===== src/hdl/ttps_pkg.sv =====
// Shared types and status codes for the Tarry token port-select node.
`timescale 1ns / 1ps

package ttps_pkg;

	// Result status codes.
	localparam logic [1:0] STAT_CHILD   = 2'd0;
	localparam logic [1:0] STAT_FATHER  = 2'd1;
	localparam logic [1:0] STAT_DECIDED = 2'd2;
	localparam logic [1:0] STAT_DONE    = 2'd3;

	// Input opcodes.
	localparam logic OP_START = 1'b0;
	localparam logic OP_TOKEN = 1'b1;

	// Configuration register indexes.
	localparam logic CFG_IS_INITIATOR = 1'b0;
	localparam logic CFG_PORT_COUNT   = 1'b1;

	typedef struct packed {
		logic       opcode;
		logic [2:0] arrival_port;
		logic [2:0] pick;
	} item_t;

	typedef struct packed {
		logic [1:0] status;
		logic       send_valid;
		logic [2:0] out_port;
	} result_t;

endpackage


===== src/hdl/ttps_seq.sv =====
// Sequencer that scans the ports, reduces the pick and selects the outgoing port.
`timescale 1ns / 1ps

module ttps_seq #(
	parameter int PORTS = 8
) (
	input  logic                              clk,
	input  logic                              arst_n,
	input  logic                              start,
	input  ttps_pkg::item_t                   item,
	input  logic                              is_initiator,
	input  logic [$clog2(PORTS + 1) - 1:0]    port_n,
	input  logic                              res_load,
	output logic                              idle,
	output logic                              res_valid,
	output ttps_pkg::result_t                 res
);
	import ttps_pkg::*;

	localparam int NW = $clog2(PORTS + 1);
	localparam int PW = $clog2(PORTS);
	localparam int CW = (NW > 3) ? NW : 3;

	localparam logic [2:0] ST_IDLE   = 3'd0;
	localparam logic [2:0] ST_COUNT  = 3'd1;
	localparam logic [2:0] ST_MOD    = 3'd2;
	localparam logic [2:0] ST_SELECT = 3'd3;
	localparam logic [2:0] ST_FIN    = 3'd4;

	logic [2:0]       state_q;
	logic [PORTS-1:0] used_q;
	logic             father_known_q;
	logic             father_is_self_q;
	logic [2:0]       father_port_q;
	logic [NW-1:0]    p_q;
	logic [NW-1:0]    cand_q;
	logic             any_q;
	logic [2:0]       k_q;
	logic [2:0]       seen_q;
	result_t          res_q;

	logic [PW-1:0] p_idx;
	logic [PW-1:0] fp_idx;
	logic          p_is_cand;
	logic          fp_in_range;
	logic          k_ge_cand;

	assign p_idx       = p_q[PW-1:0];
	assign fp_idx      = PW'(father_port_q);
	assign p_is_cand   = !used_q[p_idx] && (father_is_self_q || CW'(p_q) != CW'(father_port_q));
	assign fp_in_range = 32'(father_port_q) < PORTS;
	// The one compare-and-subtract unit that reduces the pick modulo the candidate count.
	assign k_ge_cand   = CW'(k_q) >= CW'(cand_q);

	assign idle      = (state_q == ST_IDLE);
	assign res_valid = (state_q == ST_FIN);
	assign res       = res_q;

	always_ff @(posedge clk or negedge arst_n) begin
		if (!arst_n) begin
			state_q          <= ST_IDLE;
			used_q           <= '0;
			father_known_q   <= 1'b0;
			father_is_self_q <= 1'b0;
			father_port_q    <= 3'd0;
		end else begin
			unique case (state_q)
				ST_IDLE: begin
					if (start) begin
						if (is_initiator) begin
							father_known_q   <= 1'b1;
							father_is_self_q <= 1'b1;
							state_q          <= ST_COUNT;
						end else if (item.opcode == OP_TOKEN) begin
							if (!father_known_q) begin
								father_known_q   <= 1'b1;
								father_is_self_q <= 1'b0;
								father_port_q    <= item.arrival_port;
							end
							state_q <= ST_COUNT;
						end
					end
				end
				ST_COUNT: begin
					if (p_q == port_n) begin
						if (!any_q) begin
							state_q <= ST_FIN;
						end else if (cand_q == '0) begin
							if (fp_in_range) begin
								used_q[fp_idx] <= 1'b1;
							end
							state_q <= ST_FIN;
						end else begin
							state_q <= ST_MOD;
						end
					end
				end
				ST_MOD: begin
					if (!k_ge_cand) begin
						state_q <= ST_SELECT;
					end
				end
				ST_SELECT: begin
					if (p_is_cand && seen_q == k_q) begin
						used_q[p_idx] <= 1'b1;
						state_q       <= ST_FIN;
					end
				end
				ST_FIN: begin
					if (res_load) begin
						state_q <= ST_IDLE;
					end
				end
				default: begin
					state_q <= ST_IDLE;
				end
			endcase
		end
	end

	// Working registers of the scan; they carry no reset.
	always_ff @(posedge clk) begin
		unique case (state_q)
			ST_IDLE: begin
				p_q    <= '0;
				cand_q <= '0;
				any_q  <= 1'b0;
				k_q    <= item.pick;
			end
			ST_COUNT: begin
				if (p_q == port_n) begin
					p_q    <= '0;
					seen_q <= 3'd0;
					if (!any_q) begin
						res_q.status     <= is_initiator ? STAT_DECIDED : STAT_DONE;
						res_q.send_valid <= 1'b0;
						res_q.out_port   <= 3'd0;
					end else begin
						res_q.status     <= STAT_FATHER;
						res_q.send_valid <= 1'b1;
						res_q.out_port   <= father_port_q;
					end
				end else begin
					if (!used_q[p_idx]) begin
						any_q <= 1'b1;
					end
					if (p_is_cand) begin
						cand_q <= cand_q + 1'b1;
					end
					p_q <= p_q + 1'b1;
				end
			end
			ST_MOD: begin
				if (k_ge_cand) begin
					k_q <= 3'(CW'(k_q) - CW'(cand_q));
				end
			end
			ST_SELECT: begin
				if (p_is_cand) begin
					if (seen_q == k_q) begin
						res_q.status     <= STAT_CHILD;
						res_q.send_valid <= 1'b1;
						res_q.out_port   <= 3'(p_q);
					end else begin
						seen_q <= seen_q + 3'd1;
					end
				end
				p_q <= p_q + 1'b1;
			end
			default: begin
			end
		endcase
	end

endmodule


===== src/hdl/tarry_token_port_select.sv =====
// Top level of one Tarry traversal node that picks its outgoing port by rank.
//
//  Channel   Direction  Signals                             Contents
//  s_*       in         s_tvalid s_tready s_tdata s_tuser   one event: start or token
//  m_*       out        m_tvalid m_tready m_tdata           one result per handled event
//  cfg_*     in         cfg_wr_en cfg_index cfg_data        is_initiator, port_count
//
// The time an event takes depends on the port scans and on the subtract loop that
// reduces the pick. Reset clears the port-used flags and the father state, and sets
// is_initiator to 0 and port_count to 8. The result waits in an output register; a new
// event is taken once the sequencer is idle, and the sequencer holds its last state
// while that register is still full. A start event at a non-initiator is dropped with
// no result.
`timescale 1ns / 1ps

module tarry_token_port_select #(
	parameter int PORTS = 8
) (
	input  logic       clk,
	input  logic       arst_n,
	input  logic       s_tvalid,
	output logic       s_tready,
	input  logic [7:0] s_tdata,   // arrival_port[2:0], pick[5:3], zero[7:6]
	input  logic       s_tuser,   // opcode[0]
	output logic       m_tvalid,
	input  logic       m_tready,
	output logic [7:0] m_tdata,   // status[1:0], send_valid[2], out_port[5:3], zero[7:6]
	input  logic       cfg_wr_en,
	input  logic       cfg_index,
	input  logic [3:0] cfg_data
);
	import ttps_pkg::*;

	localparam int NW = $clog2(PORTS + 1);

	logic          is_initiator_q;
	logic [3:0]    port_count_q;
	logic [NW-1:0] port_n;
	item_t         item;
	logic          seq_idle;
	logic          res_valid;
	result_t       res;
	logic          res_load;
	logic          m_valid_q;
	result_t       m_res_q;

	always_ff @(posedge clk or negedge arst_n) begin
		if (!arst_n) begin
			is_initiator_q <= 1'b0;
			port_count_q   <= 4'd8;
		end else if (cfg_wr_en) begin
			unique case (cfg_index)
				CFG_IS_INITIATOR: is_initiator_q <= cfg_data[0];
				CFG_PORT_COUNT:   port_count_q   <= cfg_data;
				default: begin
				end
			endcase
		end
	end

	assign port_n = (32'(port_count_q) > PORTS) ? NW'(PORTS) : NW'(port_count_q);

	assign item.opcode       = s_tuser;
	assign item.arrival_port = s_tdata[2:0];
	assign item.pick         = s_tdata[5:3];

	assign s_tready = seq_idle;

	ttps_seq #(
		.PORTS(PORTS)
	) u_seq (
		.clk         (clk),
		.arst_n      (arst_n),
		.start       (s_tvalid && seq_idle),
		.item        (item),
		.is_initiator(is_initiator_q),
		.port_n      (port_n),
		.res_load    (res_load),
		.idle        (seq_idle),
		.res_valid   (res_valid),
		.res         (res)
	);

	assign res_load = res_valid && (!m_valid_q || m_tready);

	always_ff @(posedge clk or negedge arst_n) begin
		if (!arst_n) begin
			m_valid_q <= 1'b0;
		end else if (res_load) begin
			m_valid_q <= 1'b1;
		end else if (m_tready) begin
			m_valid_q <= 1'b0;
		end
	end

	always_ff @(posedge clk) begin
		if (res_load) begin
			m_res_q <= res;
		end
	end

	assign m_tvalid = m_valid_q;
	assign m_tdata  = {2'b00, m_res_q.out_port, m_res_q.send_valid, m_res_q.status};

endmodule

===== config.mk =====
export PLATFORM = sky130hd
export DESIGN_NAME = tarry_token_port_select
export DESIGN_NICKNAME = d
export VERILOG_FILES = /design/src/hdl/ttps_pkg.sv /design/src/hdl/ttps_seq.sv /design/src/hdl/tarry_token_port_select.sv
export SDC_FILE = /design/constraint.sdc
export NUM_CORES = 1
export LEC_CHECK = 0
export BUFFER_PORTS_ARGS = -buffer_cell sky130_fd_sc_hd__buf_4
export CORE_MARGIN = 4
export CORE_UTILIZATION = 58
export DETAILED_ROUTE_END_ITERATION = 10
export GPL_TIMING_DRIVEN = 0
export PLACE_DENSITY = 0.89
export SLEW_MARGIN = 30
export SYNTH_ARGS = -nofsm -noshare
export SYNTH_HDL_FRONTEND = slang
export SYNTH_SLANG_ARGS = --single-unit

===== constraint.sdc =====
create_clock -name clk -period 2.6 [get_ports clk]
set_input_delay 0.52 -clock clk [delete_from_list [all_inputs] [get_ports clk]]
set_output_delay 0.52 -clock clk [all_outputs]
set_load 0.01 [all_outputs]

## Yosys cells after proc, flatten, opt, wreduce, memory -nomap -nowiden

Cells that the tools add are included.

- Order comparisons: 6
- Equal/unequal tests: 23
- Multipliers: 0
- Divide/modulo/power cells: 0
- Shifts and indexed selects: 0
- Bitwise operators: 5
- Mux-type cells: 49
- Add/sub/neg operators: 4
- Reduce and logical (&&, ||, !) cells: 30

Operators by type and width:

| cell | count |
|---|---|
| 2-to-1 mux 3 bit | 13 |
| 2-to-1 mux 8 bit | 4 |
| 2-to-1 mux 6 bit | 4 |
| != test 2 x 1 -> 1 bit (second input constant) | 10 |
| 2-to-1 mux 4 bit | 4 |
| bitwise OR 8 bit | 2 |
| one-hot mux 8 bit (2 select lines) | 1 |
| one-hot mux 3 bit (5 select lines) | 1 |
| 2-to-1 mux 1 bit | 13 |
| one-hot mux 3 bit (2 select lines) | 2 |
| one-hot mux 4 bit (3 select lines) | 1 |
| one-hot mux 6 bit (2 select lines) | 1 |
| AND reduction 4 bit | 3 |
| != test 2 bit (second input constant) | 5 |
| AND reduction 5 bit | 2 |
| nonzero test 2 bit | 5 |
| AND reduction 3 bit | 3 |
| adder 4 x 1 -> 4 bit (second input constant) | 2 |
| < comparator 3 x 4 -> 1 bit (second input constant) | 2 |
| one-hot mux 4 bit (2 select lines) | 1 |
| demux 1 bit (select 3 bit) | 2 |
| == test 3 x 2 -> 1 bit (second input constant) | 2 |
| greater-or-equal comparator 3 x 1 -> 1 bit (second input constant) | 2 |
| logical AND 1 bit | 6 |
| other kinds (20) | 26 |

- Bits in latches: 0
- Logic and storage cells: 136
- Output and inout bits: 10
- Input port bits: 19
- Memories kept: 0
- Bits in writable memories: 0
- Bits in read-only memories: 0
- Register bits: 49

## Logic depth before layout (Yosys ltp)

- Word-level depth: 9
- Gate-level depth with buffers: 7
- Mapped depth without buffers: 6

## Hierarchy

A second synthesis with hierarchy kept.

- Cells, all modules: 242
- Area total of the unflattened synthesis: 2721.4 um^2

By module, submodules not included:

| module | instances | sequential area each (um^2) | cells each | area each (um^2) |
|---|---|---|---|---|
| ttps_seq | 1 | 1031.0 | 212 | 2239.6 |
| tarry_token_port_select | 1 | 331.6 | 30 | 481.7 |

## Least setup slack after synthesis

OpenSTA, ideal clock, no wires.

- Path kind: reg2reg
- Start point: register u_seq.p_q[0]
- End point: register u_seq.res_q (netlist bit u_seq.res[0]) (enable)
- Setup time: 377 ps
- Path buffers: 1
- Slack: 620 ps
- Data required time: 2223 ps
- Data arrival time: 1602 ps
- Clock period less this slack: 1980 ps
- Stages on the path, launching flop included: 6
- Cells stage by stage: edfxtp_1 buf_4 xnor2_1 and4_1 nor2_1 o21ai_0

- Longest elaborated chain between the ends: 6

RTL lines:

| what | RTL line | source |
|---|---|---|
| from (decl) | ttps_seq.sv:35 | `logic [NW-1:0] p_q;` |
| from (signal assigned) | ttps_seq.sv:150 | `p_q <= p_q + 1'b1;` |
| from (signal assigned) | ttps_seq.sv:168 | `p_q <= p_q + 1'b1;` |
| binary-select mux 1 bit (select 3 bit) | ttps_seq.sv:50 | `assign p_is_cand = !used_q[p_idx] && (father_is_self_q \|\| CW'(p_q) != CW'(father_port_q));` |
| 2-to-1 mux 1 bit (not written as such) | ttps_seq.sv:50 |  |
| logical NOT 1 bit | ttps_seq.sv:50 |  |
| logical AND 1 bit | ttps_seq.sv:50 |  |
| != test 2 x 1 -> 1 bit (no source line) | n/a |  |
| AND reduction 4 bit (no source line) (*) | n/a |  |
| to (decl) | ttps_seq.sv:40 | `result_t res_q;` |

Mark *: on every way between the ends. The rest lies on a longest branch, timed or not. The select of a mux whose other input is x is not followed.
A chain may end at the register's enable or synchronous reset.

## Worst setup path in the final report

- Start point: register u_seq.p_q[0]
- End point: register u_seq.res_q (netlist bit u_seq.res[4]) (enable)

The elaborated chain is that of the path after synthesis.

==> flow_metrics.env <==
export IMPL_drv_slew=0
export IMPL_fin_util=0.694
export IMPL_path_max_fanout=10
export IMPL_synth_edf_count=27
export IMPL_overflow=0
export IMPL_pwr_share_seq=0.405
export IMPL_holdWs_ns=0.0854
export IMPL_dp_cells=337
export IMPL_hold_path_class="in -> async"
export IMPL_slew_headroom=0.502
export IMPL_tritoncts="built"
export IMPL_final_area_um2=3080
export IMPL_cts_buffer_depth=2
export IMPL_status="finished clean"
export IMPL_gp_congestion=0.870
export IMPL_most_common_layout_cells="29 x buf_4, 27 x edfxtp_1, 26 x nor2_1"
export IMPL_setup_viol_count_final=0
export IMPL_drt_initial_drc_count=163
export IMPL_row_count=24
export IMPL_crit_family="simple AND/OR/NAND/NOR gates"
export IMPL_cts_resized=0
export IMPL_tightestPinTransition_ns=0.740
export IMPL_antenna_cells=0
export IMPL_fmax_mhz=425
export IMPL_path_buf_inv=1
export IMPL_endpoint_kind="register"
export IMPL_slowest_stage="nor2_1"
export IMPL_core_area_um2=4440
export IMPL_cts_setup_buffers=0
export IMPL_cts_max_level=2
export IMPL_cts_sinks=49
export IMPL_fin_worst_skew_ns=0.0102
export IMPL_worstSkewPairLatency_ns=0.31
export IMPL_initial_core_util=0.615
export IMPL_route_detailed_drc=0
export IMPL_final_setup_tns_ns=0
export IMPL_async_flop_share=0.449
export IMPL_finalCriticalPeriod_ns=2.35
export IMPL_drive_above_1_share=0.195
export IMPL_cts_root_buf="clkbuf_8"
export IMPL_synthesis_area_um2=2730
export IMPL_p_comb_frac=0.442
export IMPL_die_w_um=76.6
export IMPL_wirelength_um=5360
export IMPL_syn_inst=260
export IMPL_ys_types=54
export IMPL_vdd_drop_max_mv=0.661
export IMPL_cts_buffers=5
export IMPL_path_cells="buf_4 -> xnor2_1 -> and4_1 -> nor2_1 -> o21ai_0"
export IMPL_ys_seq_area_frac=0.499
export IMPL_period_share=0.905
export IMPL_synth_seq_cells=49
export IMPL_syn2layout_area_growth_pct=12.8
export IMPL_critPathRequiredTime_ns=2.56
export IMPL_clkPwrFrac=0.153
export IMPL_ios=29
export IMPL_sw_frac_of_total=0.392
export IMPL_antenna_found_initial=0
export IMPL_dpl_instance_area_um2=2980
export IMPL_cap_violations=0
export IMPL_dp_hpwl_um=4040
export IMPL_final_net_count=319
export IMPL_worstSetupPathType="reg -> reg"
export IMPL_crit_arrival_ns=2.31
export IMPL_die_area_um2=5870
export IMPL_final_cells=345
export IMPL_grt_start_max_net_pins=23
export IMPL_clk_pin_slew_ns=0.09
export IMPL_die_y_um=76.6
export IMPL_leakage_uw=0.00128
export IMPL_grt_pass1_wl_um=9450
export IMPL_internal_power_uw=1910
export IMPL_gr_usage_all_layers=0.200
export IMPL_first_pass_iters=4
export IMPL_nFillCells=329
export IMPL_antenna_left=0
export IMPL_hold_buffers=0
export IMPL_cpPeakStageDelay_ns=0.58
export IMPL_cp_start_kind="register"
export IMPL_portBuffers=24
export IMPL_p_sw_uw=1230
export IMPL_rsz0062_at_grt="false"
export IMPL_synth_flop_cell="edfxtp_1"
export IMPL_finalHoldViolCount=0
export IMPL_power_density_nw_per_um2=1020
export IMPL_grt_pass1_vias=2091
export IMPL_syn_mean_instance_area_um2=10.5
export IMPL_vias=2039
export IMPL_viasPerCell=5.91
export IMPL_ys_warn_count=0
export IMPL_layout_commonest_cell="buf_4"
export IMPL_wl_per_cell_um=15.5
==> synthesized netlist by cell type (all sizes together) (4+ instances only) <==
| cell type | number | area share |
|---|---|---|
| xor2 | 6 | 0.019 |
| mux2 | 8 | 0.033 |
| mux2i | 4 | 0.015 |
| nor3 | 8 | 0.021 |
| inv | 21 | 0.029 |
| nor3b | 4 | 0.011 |
| nand4 | 6 | 0.016 |
| o221ai | 8 | 0.026 |
| clkbuf | 6 | 0.0082 |
| buf | 10 | 0.025 |
| edfxtp | 27 | 0.30 |
| o21ai | 13 | 0.024 |
| nor2b | 7 | 0.016 |
| nand2 | 19 | 0.026 |
| ha | 7 | 0.032 |
| nand3 | 9 | 0.016 |
| dfrtp | 21 | 0.19 |
| xnor2 | 9 | 0.029 |
| and3 | 4 | 0.0092 |
| nor2 | 26 | 0.036 |
==> through the flow <==
stage          total power, uW  worst slack (ns)
2_1_floorplan             2290             0.620
3_3_place_gp              2590             0.296
3_5_place_dp              2660             0.275
4_1_cts                   3140             0.251
5_1_grt                   3390            0.0876
6_report                  3140             0.248
==> layout make-up <==
type                       count  area, um2  share of cell area
multi-input combinational    175       1200               0.390
tap                           52       65.1              0.0211
clock buffer                   7       96.3              0.0312
buffer                        16       91.3              0.0296
clock inverter                 1       5.00             0.00162
inverter                      21       78.8              0.0256
sequential                    49       1360               0.442
timing repair buffer          24        180              0.0584
==> power groups by stage <==
| stage | Clock [uW] | Combinational, uW | Sequential [uW] |
|---|---|---|---|
| after floorplan | 0 | 1040 | 1250 |
| after global routing | 530 | 1560 | 1300 |
| after global placement | 0 | 1320 | 1270 |
| final | 480 | 1390 | 1270 |
| after detailed placement | 0 | 1370 | 1290 |
| after CTS | 491 | 1380 | 1270 |
==> registers in the layout (all words and copies together), names as in the netlist, 3 cells and up <==
signal and flops:
m_tdata 6, u_seq.p_q 4, u_seq.seen_q 3, u_seq.state_q 3, u_seq.cand_q 4, u_seq.k_q 3
u_seq.used_q 8, u_seq.res 6, port_count_q 4, u_seq.father_port_q 3
==> logic make-up after synthesis <==
logic type,after synthesis,synth area share
buffers and inverters,37,0.0623
AOI/OAI and AO/OA,39,0.101
xor gates and xnor gates,15,0.0481
DFF,49,0.499
muxes,13,0.0559
adders and majority gates,8,0.0394
other,1,0.00137
and+or+nand+nor,98,0.194
==> path summary, 6_finish.rpt <==
kind                                    to  cells after the start  slack [ns]          from
setup / recovery              u_seq.res[4]                      5        0.25  u_seq.p_q[0]
hold / removal             u_seq.used_q[5]                      1        0.09        arst_n
setup reg to reg              u_seq.res[4]                      5        0.25  u_seq.p_q[0]
hold reg to reg                 m_tdata[4]                      0        0.42  u_seq.res[1]
max in group asynchronous  port_count_q[3]                      1        2.22        arst_n
min in group clk                m_tdata[4]                      0        0.42  u_seq.res[1]
==> per-layer routing <==
metal,share of wire,global-route usage,vias to the layer above
met4,0.020,0.0924,0
met3,0.079,0.0579,13
li1,-,-,990
met2,0.48,0.329,86
met1,0.42,0.243,950
met5,0,0,-
Power figures use the tool's default switching activity.
